==> src/i2c_master_prefixed_write_sequencer_assert.svh <==
// Assertion macros used by the write sequencer FSM module
`ifndef I2C_MASTER_PREFIXED_WRITE_SEQUENCER_ASSERT_SVH
`define I2C_MASTER_PREFIXED_WRITE_SEQUENCER_ASSERT_SVH

// Same-cycle implication, disabled while reset is asserted
`define I2CMPS_ASSERT_IMPL(lbl, clk, rst_n, ante, cons, msg) \
	lbl: assert property (@(posedge clk) disable iff (!(rst_n)) (ante) |-> (cons)) \
		else $error(msg);

// Next-cycle implication, disabled while reset is asserted
`define I2CMPS_ASSERT_NEXT(lbl, clk, rst_n, ante, cons, msg) \
	lbl: assert property (@(posedge clk) disable iff (!(rst_n)) (ante) |=> (cons)) \
		else $error(msg);

`endif

==> src/i2cmps_pkg.sv <==
// Types and constants of the prefixed I2C master write sequencer
`timescale 1ns / 1ps
`default_nettype none
package i2cmps_pkg;

	// Default parameter values
	localparam int unsigned MAX_LENGTH_DEF = 255;
	localparam int unsigned POLL_WIDTH_DEF = 16;

	// Highest legal 7-bit target address
	localparam logic [7:0] ADDR_MAX = 8'h7F;

	// Reset value of the poll limit register
	localparam logic [15:0] POLL_LIMIT_RST = 16'hFFFF;

	// Transfer phases
	typedef enum logic [2:0] {
		PH_IDLE   = 3'd0,
		PH_BUS    = 3'd1,
		PH_START  = 3'd2,
		PH_ADDR   = 3'd3,
		PH_PREFIX = 3'd4,
		PH_DATA   = 3'd5,
		PH_FINISH = 3'd6
	} phase_t;

	// Bus controller actions requested of the host
	typedef enum logic [2:0] {
		ACT_NONE    = 3'd0,
		ACT_CLEAR   = 3'd1,
		ACT_START   = 3'd2,
		ACT_WRITE   = 3'd3,
		ACT_READCLR = 3'd4,
		ACT_ABORT   = 3'd5
	} action_t;

	// Input beat: a command plus one status poll
	typedef struct packed {
		logic       command;
		logic [7:0] target_address;
		logic [7:0] prefix_byte;
		logic [7:0] transfer_length;
		logic [7:0] data_byte;
		logic       flag_start_sent;
		logic       flag_address_sent;
		logic       flag_tx_empty;
		logic       flag_byte_finished;
		logic       error_pending;
		logic       bus_busy;
	} item_t;

	// Result beat
	typedef struct packed {
		action_t    action;
		logic [7:0] action_byte;
		logic       finished;
		logic       succeeded;
		logic       active;
	} result_t;

endpackage
`default_nettype wire

==> src/i2cmps_in_stage.sv <==
// Input register of the write sequencer with its stall logic
`timescale 1ns / 1ps
`default_nettype none
module i2cmps_in_stage (
	input  wire                 clk,
	input  wire                 arst_n,
	input  wire                 cmd_valid,
	output logic                cmd_stall,
	input  i2cmps_pkg::item_t   cmd_data,
	input  wire                 advance,
	output logic                valid_s1,
	output i2cmps_pkg::item_t   item_s1
);

	// Hold off a new beat only while the held one cannot move on
	assign cmd_stall = valid_s1 & ~advance;

	// Valid flag
	always_ff @(posedge clk or negedge arst_n) begin
		if (!arst_n) begin
			valid_s1 <= 1'b0;
		end else if (!cmd_stall) begin
			valid_s1 <= cmd_valid;
		end
	end

	// Payload
	always_ff @(posedge clk) begin
		if (cmd_valid && !cmd_stall) begin
			item_s1 <= cmd_data;
		end
	end

endmodule
`default_nettype wire

==> src/i2cmps_fsm.sv <==
// Transfer state and one-poll step logic of the write sequencer
`timescale 1ns / 1ps
`default_nettype none
`include "i2c_master_prefixed_write_sequencer_assert.svh"
module i2cmps_fsm #(
	parameter int unsigned MAX_LENGTH = i2cmps_pkg::MAX_LENGTH_DEF,
	parameter int unsigned POLL_WIDTH = i2cmps_pkg::POLL_WIDTH_DEF
) (
	input  wire                 clk,
	input  wire                 arst_n,
	input  wire                 cfg_wr_en,
	input  wire  [15:0]         cfg_wr_data,
	input  wire                 step,
	input  i2cmps_pkg::item_t   item_s1,
	output i2cmps_pkg::result_t result
);

	// Length cap as seen by an 8-bit length field
	localparam logic [7:0] LEN_CAP = (MAX_LENGTH > 255) ? 8'd255 : 8'(MAX_LENGTH);

	logic [15:0]              poll_limit_q;
	i2cmps_pkg::phase_t       phase_q, phase_d;
	logic [POLL_WIDTH-1:0]    polls_left_q, polls_left_d;
	logic [7:0]               bytes_sent_q, bytes_sent_d;
	logic [6:0]               held_address_q, held_address_d;
	logic [7:0]               held_prefix_q, held_prefix_d;
	logic [7:0]               held_length_q, held_length_d;

	// Poll limit register
	always_ff @(posedge clk or negedge arst_n) begin
		if (!arst_n) begin
			poll_limit_q <= i2cmps_pkg::POLL_LIMIT_RST;
		end else if (cfg_wr_en) begin
			poll_limit_q <= cfg_wr_data;
		end
	end

	// State registers, updated once per accepted beat
	always_ff @(posedge clk or negedge arst_n) begin
		if (!arst_n) begin
			phase_q        <= i2cmps_pkg::PH_IDLE;
			polls_left_q   <= '0;
			bytes_sent_q   <= '0;
			held_address_q <= '0;
			held_prefix_q  <= '0;
			held_length_q  <= '0;
		end else if (step) begin
			phase_q        <= phase_d;
			polls_left_q   <= polls_left_d;
			bytes_sent_q   <= bytes_sent_d;
			held_address_q <= held_address_d;
			held_prefix_q  <= held_prefix_d;
			held_length_q  <= held_length_d;
		end
	end

	// Next state and result for the beat in the input register
	always_comb begin
		logic                  flag;
		logic                  spent;
		logic [POLL_WIDTH-1:0] armed;
		logic [POLL_WIDTH-1:0] dec;
		logic [7:0]            sent_inc;
		logic [7:0]            len_sat;

		armed    = POLL_WIDTH'(poll_limit_q);
		spent    = (polls_left_q <= POLL_WIDTH'(1));
		dec      = polls_left_q - POLL_WIDTH'(1);
		sent_inc = bytes_sent_q + 8'd1;
		len_sat  = (item_s1.transfer_length > LEN_CAP) ? LEN_CAP : item_s1.transfer_length;

		phase_d        = phase_q;
		polls_left_d   = polls_left_q;
		bytes_sent_d   = bytes_sent_q;
		held_address_d = held_address_q;
		held_prefix_d  = held_prefix_q;
		held_length_d  = held_length_q;

		result.action      = i2cmps_pkg::ACT_NONE;
		result.action_byte = 8'd0;
		result.finished    = 1'b0;
		result.succeeded   = 1'b0;

		// Flag awaited by the current phase
		case (phase_q)
			i2cmps_pkg::PH_START:  flag = item_s1.flag_start_sent;
			i2cmps_pkg::PH_ADDR:   flag = item_s1.flag_address_sent;
			i2cmps_pkg::PH_PREFIX: flag = item_s1.flag_tx_empty;
			i2cmps_pkg::PH_DATA:   flag = item_s1.flag_tx_empty;
			i2cmps_pkg::PH_FINISH: flag = item_s1.flag_byte_finished;
			default:               flag = 1'b0;
		endcase

		case (phase_q)
			i2cmps_pkg::PH_IDLE: begin
				if (item_s1.command) begin
					if (item_s1.target_address > i2cmps_pkg::ADDR_MAX) begin
						result.finished = 1'b1;
					end else begin
						held_address_d = item_s1.target_address[6:0];
						held_prefix_d  = item_s1.prefix_byte;
						held_length_d  = len_sat;
						bytes_sent_d   = 8'd0;
						phase_d        = i2cmps_pkg::PH_BUS;
						polls_left_d   = armed;
						result.action  = i2cmps_pkg::ACT_CLEAR;
					end
				end
			end
			i2cmps_pkg::PH_BUS: begin
				// a start while busy is ignored; busy-bus timeout ends without abort
				if (!item_s1.command) begin
					if (!item_s1.bus_busy) begin
						phase_d       = i2cmps_pkg::PH_START;
						polls_left_d  = armed;
						result.action = i2cmps_pkg::ACT_START;
					end else if (spent) begin
						polls_left_d    = '0;
						phase_d         = i2cmps_pkg::PH_IDLE;
						result.finished = 1'b1;
					end else begin
						polls_left_d = dec;
					end
				end
			end
			i2cmps_pkg::PH_START, i2cmps_pkg::PH_ADDR, i2cmps_pkg::PH_PREFIX,
			i2cmps_pkg::PH_DATA, i2cmps_pkg::PH_FINISH: begin
				if (!item_s1.command) begin
					if (!flag) begin
						// error wins over the poll count, leaving the count as is
						if (item_s1.error_pending) begin
							phase_d         = i2cmps_pkg::PH_IDLE;
							result.action   = i2cmps_pkg::ACT_ABORT;
							result.finished = 1'b1;
						end else if (spent) begin
							polls_left_d    = '0;
							phase_d         = i2cmps_pkg::PH_IDLE;
							result.action   = i2cmps_pkg::ACT_ABORT;
							result.finished = 1'b1;
						end else begin
							polls_left_d = dec;
						end
					end else begin
						case (phase_q)
							i2cmps_pkg::PH_START: begin
								phase_d            = i2cmps_pkg::PH_ADDR;
								polls_left_d       = armed;
								result.action      = i2cmps_pkg::ACT_WRITE;
								result.action_byte = {held_address_q, 1'b0};
							end
							i2cmps_pkg::PH_ADDR: begin
								phase_d       = i2cmps_pkg::PH_PREFIX;
								polls_left_d  = armed;
								result.action = i2cmps_pkg::ACT_READCLR;
							end
							i2cmps_pkg::PH_PREFIX: begin
								phase_d = (held_length_q == 8'd0) ? i2cmps_pkg::PH_FINISH
									: i2cmps_pkg::PH_DATA;
								polls_left_d       = armed;
								result.action      = i2cmps_pkg::ACT_WRITE;
								result.action_byte = held_prefix_q;
							end
							i2cmps_pkg::PH_DATA: begin
								bytes_sent_d = sent_inc;
								phase_d = (sent_inc >= held_length_q) ? i2cmps_pkg::PH_FINISH
									: i2cmps_pkg::PH_DATA;
								polls_left_d       = armed;
								result.action      = i2cmps_pkg::ACT_WRITE;
								result.action_byte = item_s1.data_byte;
							end
							default: begin
								// byte finished: STOP, success
								phase_d          = i2cmps_pkg::PH_IDLE;
								result.finished  = 1'b1;
								result.succeeded = 1'b1;
							end
						endcase
					end
				end
			end
			default: begin
				// unused encoding falls back to idle
				if (!item_s1.command) begin
					phase_d = i2cmps_pkg::PH_IDLE;
				end
			end
		endcase

		result.active = (phase_d != i2cmps_pkg::PH_IDLE);
	end

	// Checks
	`I2CMPS_ASSERT_IMPL(a_ok_is_end, clk, arst_n, result.succeeded,
		result.finished && (result.action == i2cmps_pkg::ACT_NONE),
		"success reported without a plain finish")
	`I2CMPS_ASSERT_IMPL(a_end_leaves_idle, clk, arst_n, result.finished, !result.active,
		"finished transfer still marked active")
	`I2CMPS_ASSERT_NEXT(a_idle_poll_stays, clk, arst_n,
		step && (phase_q == i2cmps_pkg::PH_IDLE) && !item_s1.command,
		phase_q == i2cmps_pkg::PH_IDLE, "poll while idle left idle")
	`I2CMPS_ASSERT_IMPL(a_data_count, clk, arst_n, phase_q == i2cmps_pkg::PH_DATA,
		bytes_sent_q < held_length_q, "data phase with all bytes already sent")

endmodule
`default_nettype wire

==> src/i2cmps_out_stage.sv <==
// Result register of the write sequencer
`timescale 1ns / 1ps
`default_nettype none
module i2cmps_out_stage (
	input  wire                   clk,
	input  wire                   arst_n,
	input  wire                   valid_s1,
	input  i2cmps_pkg::result_t   result,
	output logic                  advance,
	output logic                  rsp_valid,
	input  wire                   rsp_stall,
	output i2cmps_pkg::result_t   rsp_data
);

	logic                rsp_valid_q;
	i2cmps_pkg::result_t rsp_data_q;

	// Register can take a new beat when empty or being drained
	assign advance   = ~rsp_valid_q | ~rsp_stall;
	assign rsp_valid = rsp_valid_q;
	assign rsp_data  = rsp_data_q;

	// Valid flag
	always_ff @(posedge clk or negedge arst_n) begin
		if (!arst_n) begin
			rsp_valid_q <= 1'b0;
		end else if (advance) begin
			rsp_valid_q <= valid_s1;
		end
	end

	// Payload
	always_ff @(posedge clk) begin
		if (advance && valid_s1) begin
			rsp_data_q <= result;
		end
	end

endmodule
`default_nettype wire

==> src/i2c_master_prefixed_write_sequencer.sv <==
// Top level of the prefixed I2C master write sequencer
`timescale 1ns / 1ps
`default_nettype none
// Steps a polled I2C master write (START, address, one prefix byte, data bytes,
// STOP) one status poll per beat: a command beat starts a transfer and each
// following poll beat returns the bus-controller action to take. Every input
// beat gives exactly one result beat. Throughput is one beat per clock while
// the result is not stalled. The whole transfer step of a beat is done by a
// single layer of state logic between the input register and the result
// register, which offers the result. The input stalls only while both
// registers hold beats and the result is stalled. The user must set
// poll_limit through cfg_wr_en/cfg_wr_data while no transfer is in flight;
// the block does not enforce this. No initialization pass follows reset.
module i2c_master_prefixed_write_sequencer #(
	parameter int unsigned MAX_LENGTH = i2cmps_pkg::MAX_LENGTH_DEF,
	parameter int unsigned POLL_WIDTH = i2cmps_pkg::POLL_WIDTH_DEF
) (
	input  wire                   clk,
	input  wire                   arst_n,
	input  wire                   cfg_wr_en,
	input  wire  [15:0]           cfg_wr_data,
	input  wire                   cmd_valid,
	output logic                  cmd_stall,
	input  i2cmps_pkg::item_t     cmd_data,
	output logic                  rsp_valid,
	input  wire                   rsp_stall,
	output i2cmps_pkg::result_t   rsp_data
);

	logic                valid_s1;
	i2cmps_pkg::item_t   item_s1;
	logic                advance;
	i2cmps_pkg::result_t result;

	i2cmps_in_stage u_in_stage (
		.clk       (clk),
		.arst_n    (arst_n),
		.cmd_valid (cmd_valid),
		.cmd_stall (cmd_stall),
		.cmd_data  (cmd_data),
		.advance   (advance),
		.valid_s1  (valid_s1),
		.item_s1   (item_s1)
	);

	i2cmps_fsm #(
		.MAX_LENGTH (MAX_LENGTH),
		.POLL_WIDTH (POLL_WIDTH)
	) u_fsm (
		.clk         (clk),
		.arst_n      (arst_n),
		.cfg_wr_en   (cfg_wr_en),
		.cfg_wr_data (cfg_wr_data),
		.step        (advance & valid_s1),
		.item_s1     (item_s1),
		.result      (result)
	);

	i2cmps_out_stage u_out_stage (
		.clk       (clk),
		.arst_n    (arst_n),
		.valid_s1  (valid_s1),
		.result    (result),
		.advance   (advance),
		.rsp_valid (rsp_valid),
		.rsp_stall (rsp_stall),
		.rsp_data  (rsp_data)
	);

endmodule
`default_nettype wire
==> config.mk <==
export PLATFORM = sky130hd
export DESIGN_NAME = i2c_master_prefixed_write_sequencer
export DESIGN_NICKNAME = d
export VERILOG_FILES = /design/src/i2cmps_pkg.sv /design/src/i2cmps_in_stage.sv /design/src/i2cmps_fsm.sv /design/src/i2cmps_out_stage.sv /design/src/i2c_master_prefixed_write_sequencer.sv
export VERILOG_INCLUDE_DIRS = /design/src /design/src/src
export SDC_FILE = /design/constraint.sdc
export NUM_CORES = 1
export LEC_CHECK = 0
export BUFFER_PORTS_ARGS = -buffer_cell sky130_fd_sc_hd__buf_2
export CAP_MARGIN = 20
export CORE_MARGIN = 2
export CORE_UTILIZATION = 40
export DETAILED_ROUTE_END_ITERATION = 8
export PLACE_DENSITY = 0.61
export SLEW_MARGIN = 20
export SYNTH_ARGS = -nofsm -noshare
export SYNTH_HDL_FRONTEND = slang
export SYNTH_SLANG_ARGS = --single-unit
==> constraint.sdc <==
create_clock -name clk -period 3.75 [get_ports clk]
set_clock_uncertainty 0.2 [all_clocks]
set_input_delay 0.375 -clock clk [delete_from_list [all_inputs] [get_ports clk]]
set_output_delay 0.375 -clock clk [all_outputs]
set_load 0.01 [all_outputs]
# Word-level counts from Yosys, hierarchy flattened
# Cells that the tools add are included.
word_totals:
  ff_bits: 121
  input_bits: 60
  output_inout_bits: 16
  elab_cells: 123
classes:
  n_addsub: 2
  n_lt_le_gt_ge: 4
  eq_ne: 14
  mux: 53
  n_bitwise: 9
  n_reduce_logical: 16
ops:
  columns: ["op", "n"]
  rows:
  - ["16-bit 2-to-1 mux", 9]
  - ["8-bit 2-to-1 mux", 7]
  - ["16-bit case mux with 3 select lines", 1]
  - ["3-bit 2-to-1 mux", 14]
  - ["8-bit case mux with 3 select lines", 1]
  - ["3-bit case mux with 3 select lines", 2]
  - ["16-bit by 1-bit less-or-equal comparator with 1-bit output, second input constant", 1]
  - ["8-bit case mux with 2 select lines", 1]
  - ["16-bit by 1-bit subtractor with 16-bit output, second input constant", 1]
  - ["13-bit 2-to-1 mux", 1]
  - ["3-bit case mux with 4 select lines", 1]
  - ["3-bit == test, second input constant", 3]
  - ["1-bit 2-to-1 mux", 9]
  - ["8-bit by 1-bit adder with 8-bit output, second input constant", 1]
  - ["8-bit greater-or-equal comparator", 1]
  - ["8-bit by 7-bit greater-than comparator with 1-bit output, second input constant", 1]
  - ["8-bit greater-than comparator, second input constant", 1]
  - ["8-bit zero test", 1]
  - ["2-bit 2-to-1 mux", 4]
  - ["2-bit != test, second input constant", 4]
  - ["8-bit AND reduction", 1]
  - ["7-bit AND reduction", 1]
  - ["3-bit by 2-bit == test with 1-bit output, second input constant", 2]
  - ["1-bit NOT", 6]
  - ["other kinds (19)", 24]

# Logic depth before layout (Yosys ltp)
logic_depth:
  depth_word: 8
  mapped_depth: 11
  depth_no_buf: 11

# Modules after synthesis
# A second synthesis with hierarchy kept.
hier_totals:
  hier_cells: 490
  hier_area_um2: 5769.3
modules_own_cells:
  columns: ["mod", "n_inst", "cells_each", "area_per_inst_um2", "seq_area_each_um2"]
  rows:
  - ["i2cmps_fsm", 1, 427, 4066.4, 1671.6]
  - ["i2cmps_in_stage", 1, 44, 1228.7, 1196.1]
  - ["i2cmps_out_stage", 1, 18, 467.9, 445.4]
  - ["i2c_master_prefixed_write_sequencer", 1, 1, 6.3, 0.0]

# Worst setup path before layout
# Ideal clock, no wire load.
synth_timing:
  path_kind: "reg2reg"
  from: "register u_fsm.bytes_sent_q[0]"
  to: "register u_out_stage.rsp_data_q, in the netlist u_out_stage.rsp_data[0] (data pin)"
  arrival_ns: 2.260
  path_slack_ns: 1.023
  path_stages_with_launch: 12
  path_buffers: 0
  synth_period_minus_slack_ns: 2.727
  cell_sequence: "dfrtp_1 -> ha_1 -> nand3_1 -> nor2_1 -> xor2_1 -> ha_1 -> a21o_1 -> a211oi_1 -> o31a_1 -> o31ai_1 -> a211oi_1 -> nand3_1"
synth_rtl:
  columns: ["element", "line_no", "source"]
  rows:
  - ["from (decl)", "i2cmps_fsm.sv:24", "logic [7:0] bytes_sent_q, bytes_sent_d;"]
  - ["from (signal assigned)", "i2cmps_fsm.sv:50", "bytes_sent_q <= bytes_sent_d;"]
  - ["to (signal assigned)", "i2cmps_out_stage.sv:35", "rsp_data_q <= result;"]
  - ["to (decl)", "i2cmps_out_stage.sv:16", "i2cmps_pkg::result_t rsp_data_q;"]

# Final worst setup path
layout_timing:
  from: "register u_fsm.phase_q[1]"
  to: "register u_fsm.polls_left_q[11]"
layout_between:
  elab_chain_len: 6
layout_lines:
  columns: ["element", "line_no", "source"]
  rows:
  - ["from (decl)", "i2cmps_fsm.sv:22", "i2cmps_pkg::phase_t phase_q, phase_d;"]
  - ["from (signal assigned)", "i2cmps_fsm.sv:41", "phase_q <= i2cmps_pkg::PH_IDLE;"]
  - ["from (signal assigned)", "i2cmps_fsm.sv:48", "phase_q <= phase_d;"]
  - ["3-bit == test", "i2cmps_fsm.sv:85, i2cmps_fsm.sv:94, i2cmps_fsm.sv:144", null]
  - ["2-bit OR reduction (no source line)", null, null]
  - ["1-bit case mux with 4 select lines", "i2cmps_fsm.sv:85", "case (phase_q)"]
  - ["16-bit 2-to-1 mux", "i2cmps_fsm.sv:129", "if (!flag) begin"]
  - ["16-bit 2-to-1 mux", "i2cmps_fsm.sv:128", "if (!item_s1.command) begin"]
  - ["16-bit case mux with 3 select lines", "i2cmps_fsm.sv:94", "case (phase_q)"]
  - ["to (signal assigned)", "i2cmps_fsm.sv:49", "polls_left_q <= polls_left_d;"]
  - ["to (decl)", "i2cmps_fsm.sv:23", "logic [POLL_WIDTH-1:0] polls_left_q, polls_left_d;"]
# Parallel ways exist; a longest one is shown, timed or not. The select of a mux whose other input is x is not followed.
# A chain may end at the register's enable or synchronous reset.

==> summary.txt <==
Setup path
  • Reg2Reg Depth: 7
  • WS Path Type: flip-flop to flip-flop
  • Worst Setup Start Kind: flip-flop
  • R2R Path Start: u_fsm.phase_q[1]
  • R2r endpoint: u_fsm.polls_left_q[11]
  • Slowest cell on crit path: dfrtp_1
  • Crit path capture type: flip-flop
  • Crit path max fanout: 18
  • Slowest stage delay, CP: 0.70 ns
  • FF-to-FF setup slack: ~0.63 ns
  • CP required: approximately 3.8 ns
  • Arrival time at the worst endpoint: roughly 3.2 ns
  • Crit path cell chain: nor2b_2 -> a31o_2 -> o31a_1 -> buf_4 -> a21boi_0 -> o21ai_0 -> o2bb2ai_1

GRT
  • All-layer global routing usage: 18.08%
  • First-pass GRT wire length: 20330 um
  • Vias in the first global route: around 4200
  • Grt total ovfl: 0
  • Antenna violations before repair: 0
  • Largest net degree at the start of global routing: 40

Synth
  • Leading area contributor after synthesis: edfxtp_1
  • Post-synth top area share: between 20% and 30%
  • Post-synth EDFFs: 53
  • Area contributors post-synth: edfxtp_1 28%, dfrtp_1 23%, mux2_2 7.7%
  • Ys Warns: 0
  • Seq/Total Area, Yosys: just under 60%
  • Syn Area/Cell: around 12 um^2
  • Area of the mapped netlist: about 5700 um^2
  • Synth top cells by count: 53 x edfxtp_1, 52 x dfrtp_1, 39 x mux2_2
  • Mapped Nets: ~540
  • Synth cell types: between 60 and 70
  • Synth Flop Type: edfxtp_1
  • Gate count of the mapped netlist: 470
  • #FFs+latches synth: approximately 120
  • Asr flop ratio synth: 56.20%
  • Most common cell in the netlist: edfxtp_1

CTS
  • Max clock buf depth: 2
  • Clock Latency Late Sink: approximately 0.42 ns
  • CTS clock-pin slew for the worst setup and hold paths: ~0.050 ns
  • CTS Root Buffer Type: clkbuf_16
  • CTS tree: done
  • CTS H-Tree Depth: 4
  • Clk sinks: around 120
  • Post-CTS sizing: 0
  • Setup Fix Bufs, Post-CTS: 0
  • CTS buffer count: 17

Power and ir drop
  • Maximum vdd ir drop: 0.0003717 V
  • Power Dens Cells: between 600 and 700 nW/um^2
  • Leakage: around 0.003 uW

Floorplanning
  • # rows: between 40 and 50
  • Ports: 76
  • Initial Utilization: around 40%
  • Overall die width: 123.2 um
  • Die span in y: 123.2 um
  • CORE AREA: 13880 um^2
  • Die ar.: 15170 um^2

Cells and area
  • # nets final: around 670
  • Final Instance Area: ~7400 um^2
  • Multi-input logic area: around 2200 um^2
  • Reg area: 3313 um^2
  • Final std cells w/o fill: 794
  • FILL cells: 1185
  • Share of cells above drive strength 1: between 20% and 30%
  • ANT cells: 0
  • Area Growth Syn to Fin: 29.43%

STA
  • Final Hold Viols: 0
  • Tightest Pin Transition: roughly 0.94 ns
  • Minimum clock period: ~3.1 ns
  • Slew Limit Fails: 0
  • Final setup vio count: 0
  • Relative slew margins: a little under two fifths
  • Worst setup margin: ~0.63 ns
  • Max Clk Rate: between 300 and 400 MHz
  • Fin Setup TNS: 0 ns
  • RSZ-0062 raised after global routing: no
  • Crit share post-route: around 83%

Routing
  • DR vias: just over 4000
  • Via density: about 5.2
  • Antenna Violating Nets Remaining: 0
  • DR WL/cell: around 16 um
  • Residual DRC: 0
  • Routed WL: 12710 um
  • Drt pass-1 iters: 4
  • DRT iter0 DRCs: around 230

Place
  • GPL Wtd Cong: between 0.8 and 0.9
  • HPWL after DPL: 8268 um
  • Placed cell count: between 700 and 800
  • Area after DPL: between 6000 and 7000 um^2
  • PortBufs: 75
  • Pre-CTS WS: just under 0.7 ns

Worst hold path
  • Worst Hold Class: primary input to async pin

Flow run
  • Max_cap viols: 0

Outcome
  • Status: finished, final reports clean
-- logic make-up (layout without fill, tap and decap cells) --
logic type	Yosys count	after routing	synth area share, %
AOI/OAI and AO/OA	100	100	12.03
xor gates and xnor gates	6	6	0.9255
adders and majority gates	11	11	2.423
buffers and inverters	43	187	3.657
DFF	121	121	58.34
muxes	48	48	9.319
and+or+nand+nor	141	141	13.31
-- layout by cell type (no fill, tap or decap), types with 12 or more instances in the layout --
cell type | Yosys | layout
buf_2 | 8 | 75
nand2_1 | 33 | 33
dlygate4sd3_1 | 0 | 58
a21oi_1 | 20 | 20
edfxtp_1 | 53 | 53
dfstp_2 | 16 | 16
dfrtp_1 | 52 | 52
inv_1 | 16 | 16
mux2_2 | 39 | 39
o21ai_0 | 20 | 20
nand2b_1 | 13 | 13
clkbuf_16 | 0 | 17
nor3_1 | 12 | 12
nor2_1 | 30 | 30
-- worst max path at each step --
| stage | slack (ns) | start | depth (start not counted) | endpoint |
|---|---|---|---|---|
| after floorplan | 1.02 | u_fsm.bytes_sent_q[0] | 11 | u_out_stage.rsp_data[0] |
| after global placement | 0.79 | u_fsm.phase_q[0] | 6 | u_fsm.polls_left_q[10] |
| after detailed placement | 0.69 | u_fsm.phase_q[1] | 7 | u_fsm.polls_left_q[11] |
| after CTS | 0.66 | u_fsm.phase_q[0] | 6 | u_fsm.polls_left_q[10] |
| after global routing | 0.44 | u_fsm.phase_q[1] | 6 | u_fsm.polls_left_q[9] |
| final | 0.63 | u_fsm.phase_q[1] | 7 | u_fsm.polls_left_q[11] |
-- report_power, final --
group,internal (uW),total [uW],switching (uW)
logic,570,1230,656
registers,1700,1940,248
clock network,1050,1630,584
-- worst max-delay path: cells and delay by family (launching register included) --
| family | cells | cell delay (ns) |
|---|---|---|
| and+or+nand+nor | 1 | 0.39 |
| DFF | 1 | 0.70 |
| buffers and inverters | 1 | 0.31 |
| AOI/OAI and AO/OA | 5 | 1.38 |
-- final cells by class --
class	count	area share (%)
sequential	121	45.07
multi-input combinational	306	29.38
timing repair buffer	139	13.62
clock buffer	21	5.991
tap	180	3.064
clock inverter	11	2.060
inverter	16	0.8170
-- per-layer routing --
layer | vias up | routed length, um | global-route usage (%)
met5 | - | 0 | 0
met4 | 0 | 170 | 7.813
met3 | 12 | 466 | 6.042
met2 | 79 | 6539 | 30.46
met1 | 2039 | 5530 | 21.00
li1 | 1998 | - | -
-- stage by stage --
step / util (%) / hold WS, ns / total power [uW]
after floorplan: - / -0.1206 / 2846
after global placement: 44.51 / 0.05876 / 3097
after detailed placement: 44.51 / 0.06455 / 3140
final: 52.96 / 0.1707 / 4798
after global routing: 52.96 / 0.1705 / 5079
after CTS: 52.96 / 0.1504 / 4839
-- sequential cells by signal, summed over array words and instances (netlist names) --
register / count
u_fsm.bytes_sent_q: 8
u_fsm.held_address_q: 7
u_fsm.held_length_q: 8
u_fsm.held_prefix_q: 8
u_fsm.phase_q: 3
u_fsm.poll_limit_q: 16
u_fsm.polls_left_q: 16
u_in_stage.item_s1: 39
u_in_stage.valid_s1: 1
u_out_stage.rsp_data: 14
u_out_stage.rsp_valid: 1
-- repair_timing --
item | CTS | global route
endpoints found under the setup margin | 0 | 0
hold buffers | 58 | 0
hold endpoints to repair | 85 | 0
Note: power is estimated with default switching activity, not from simulation.
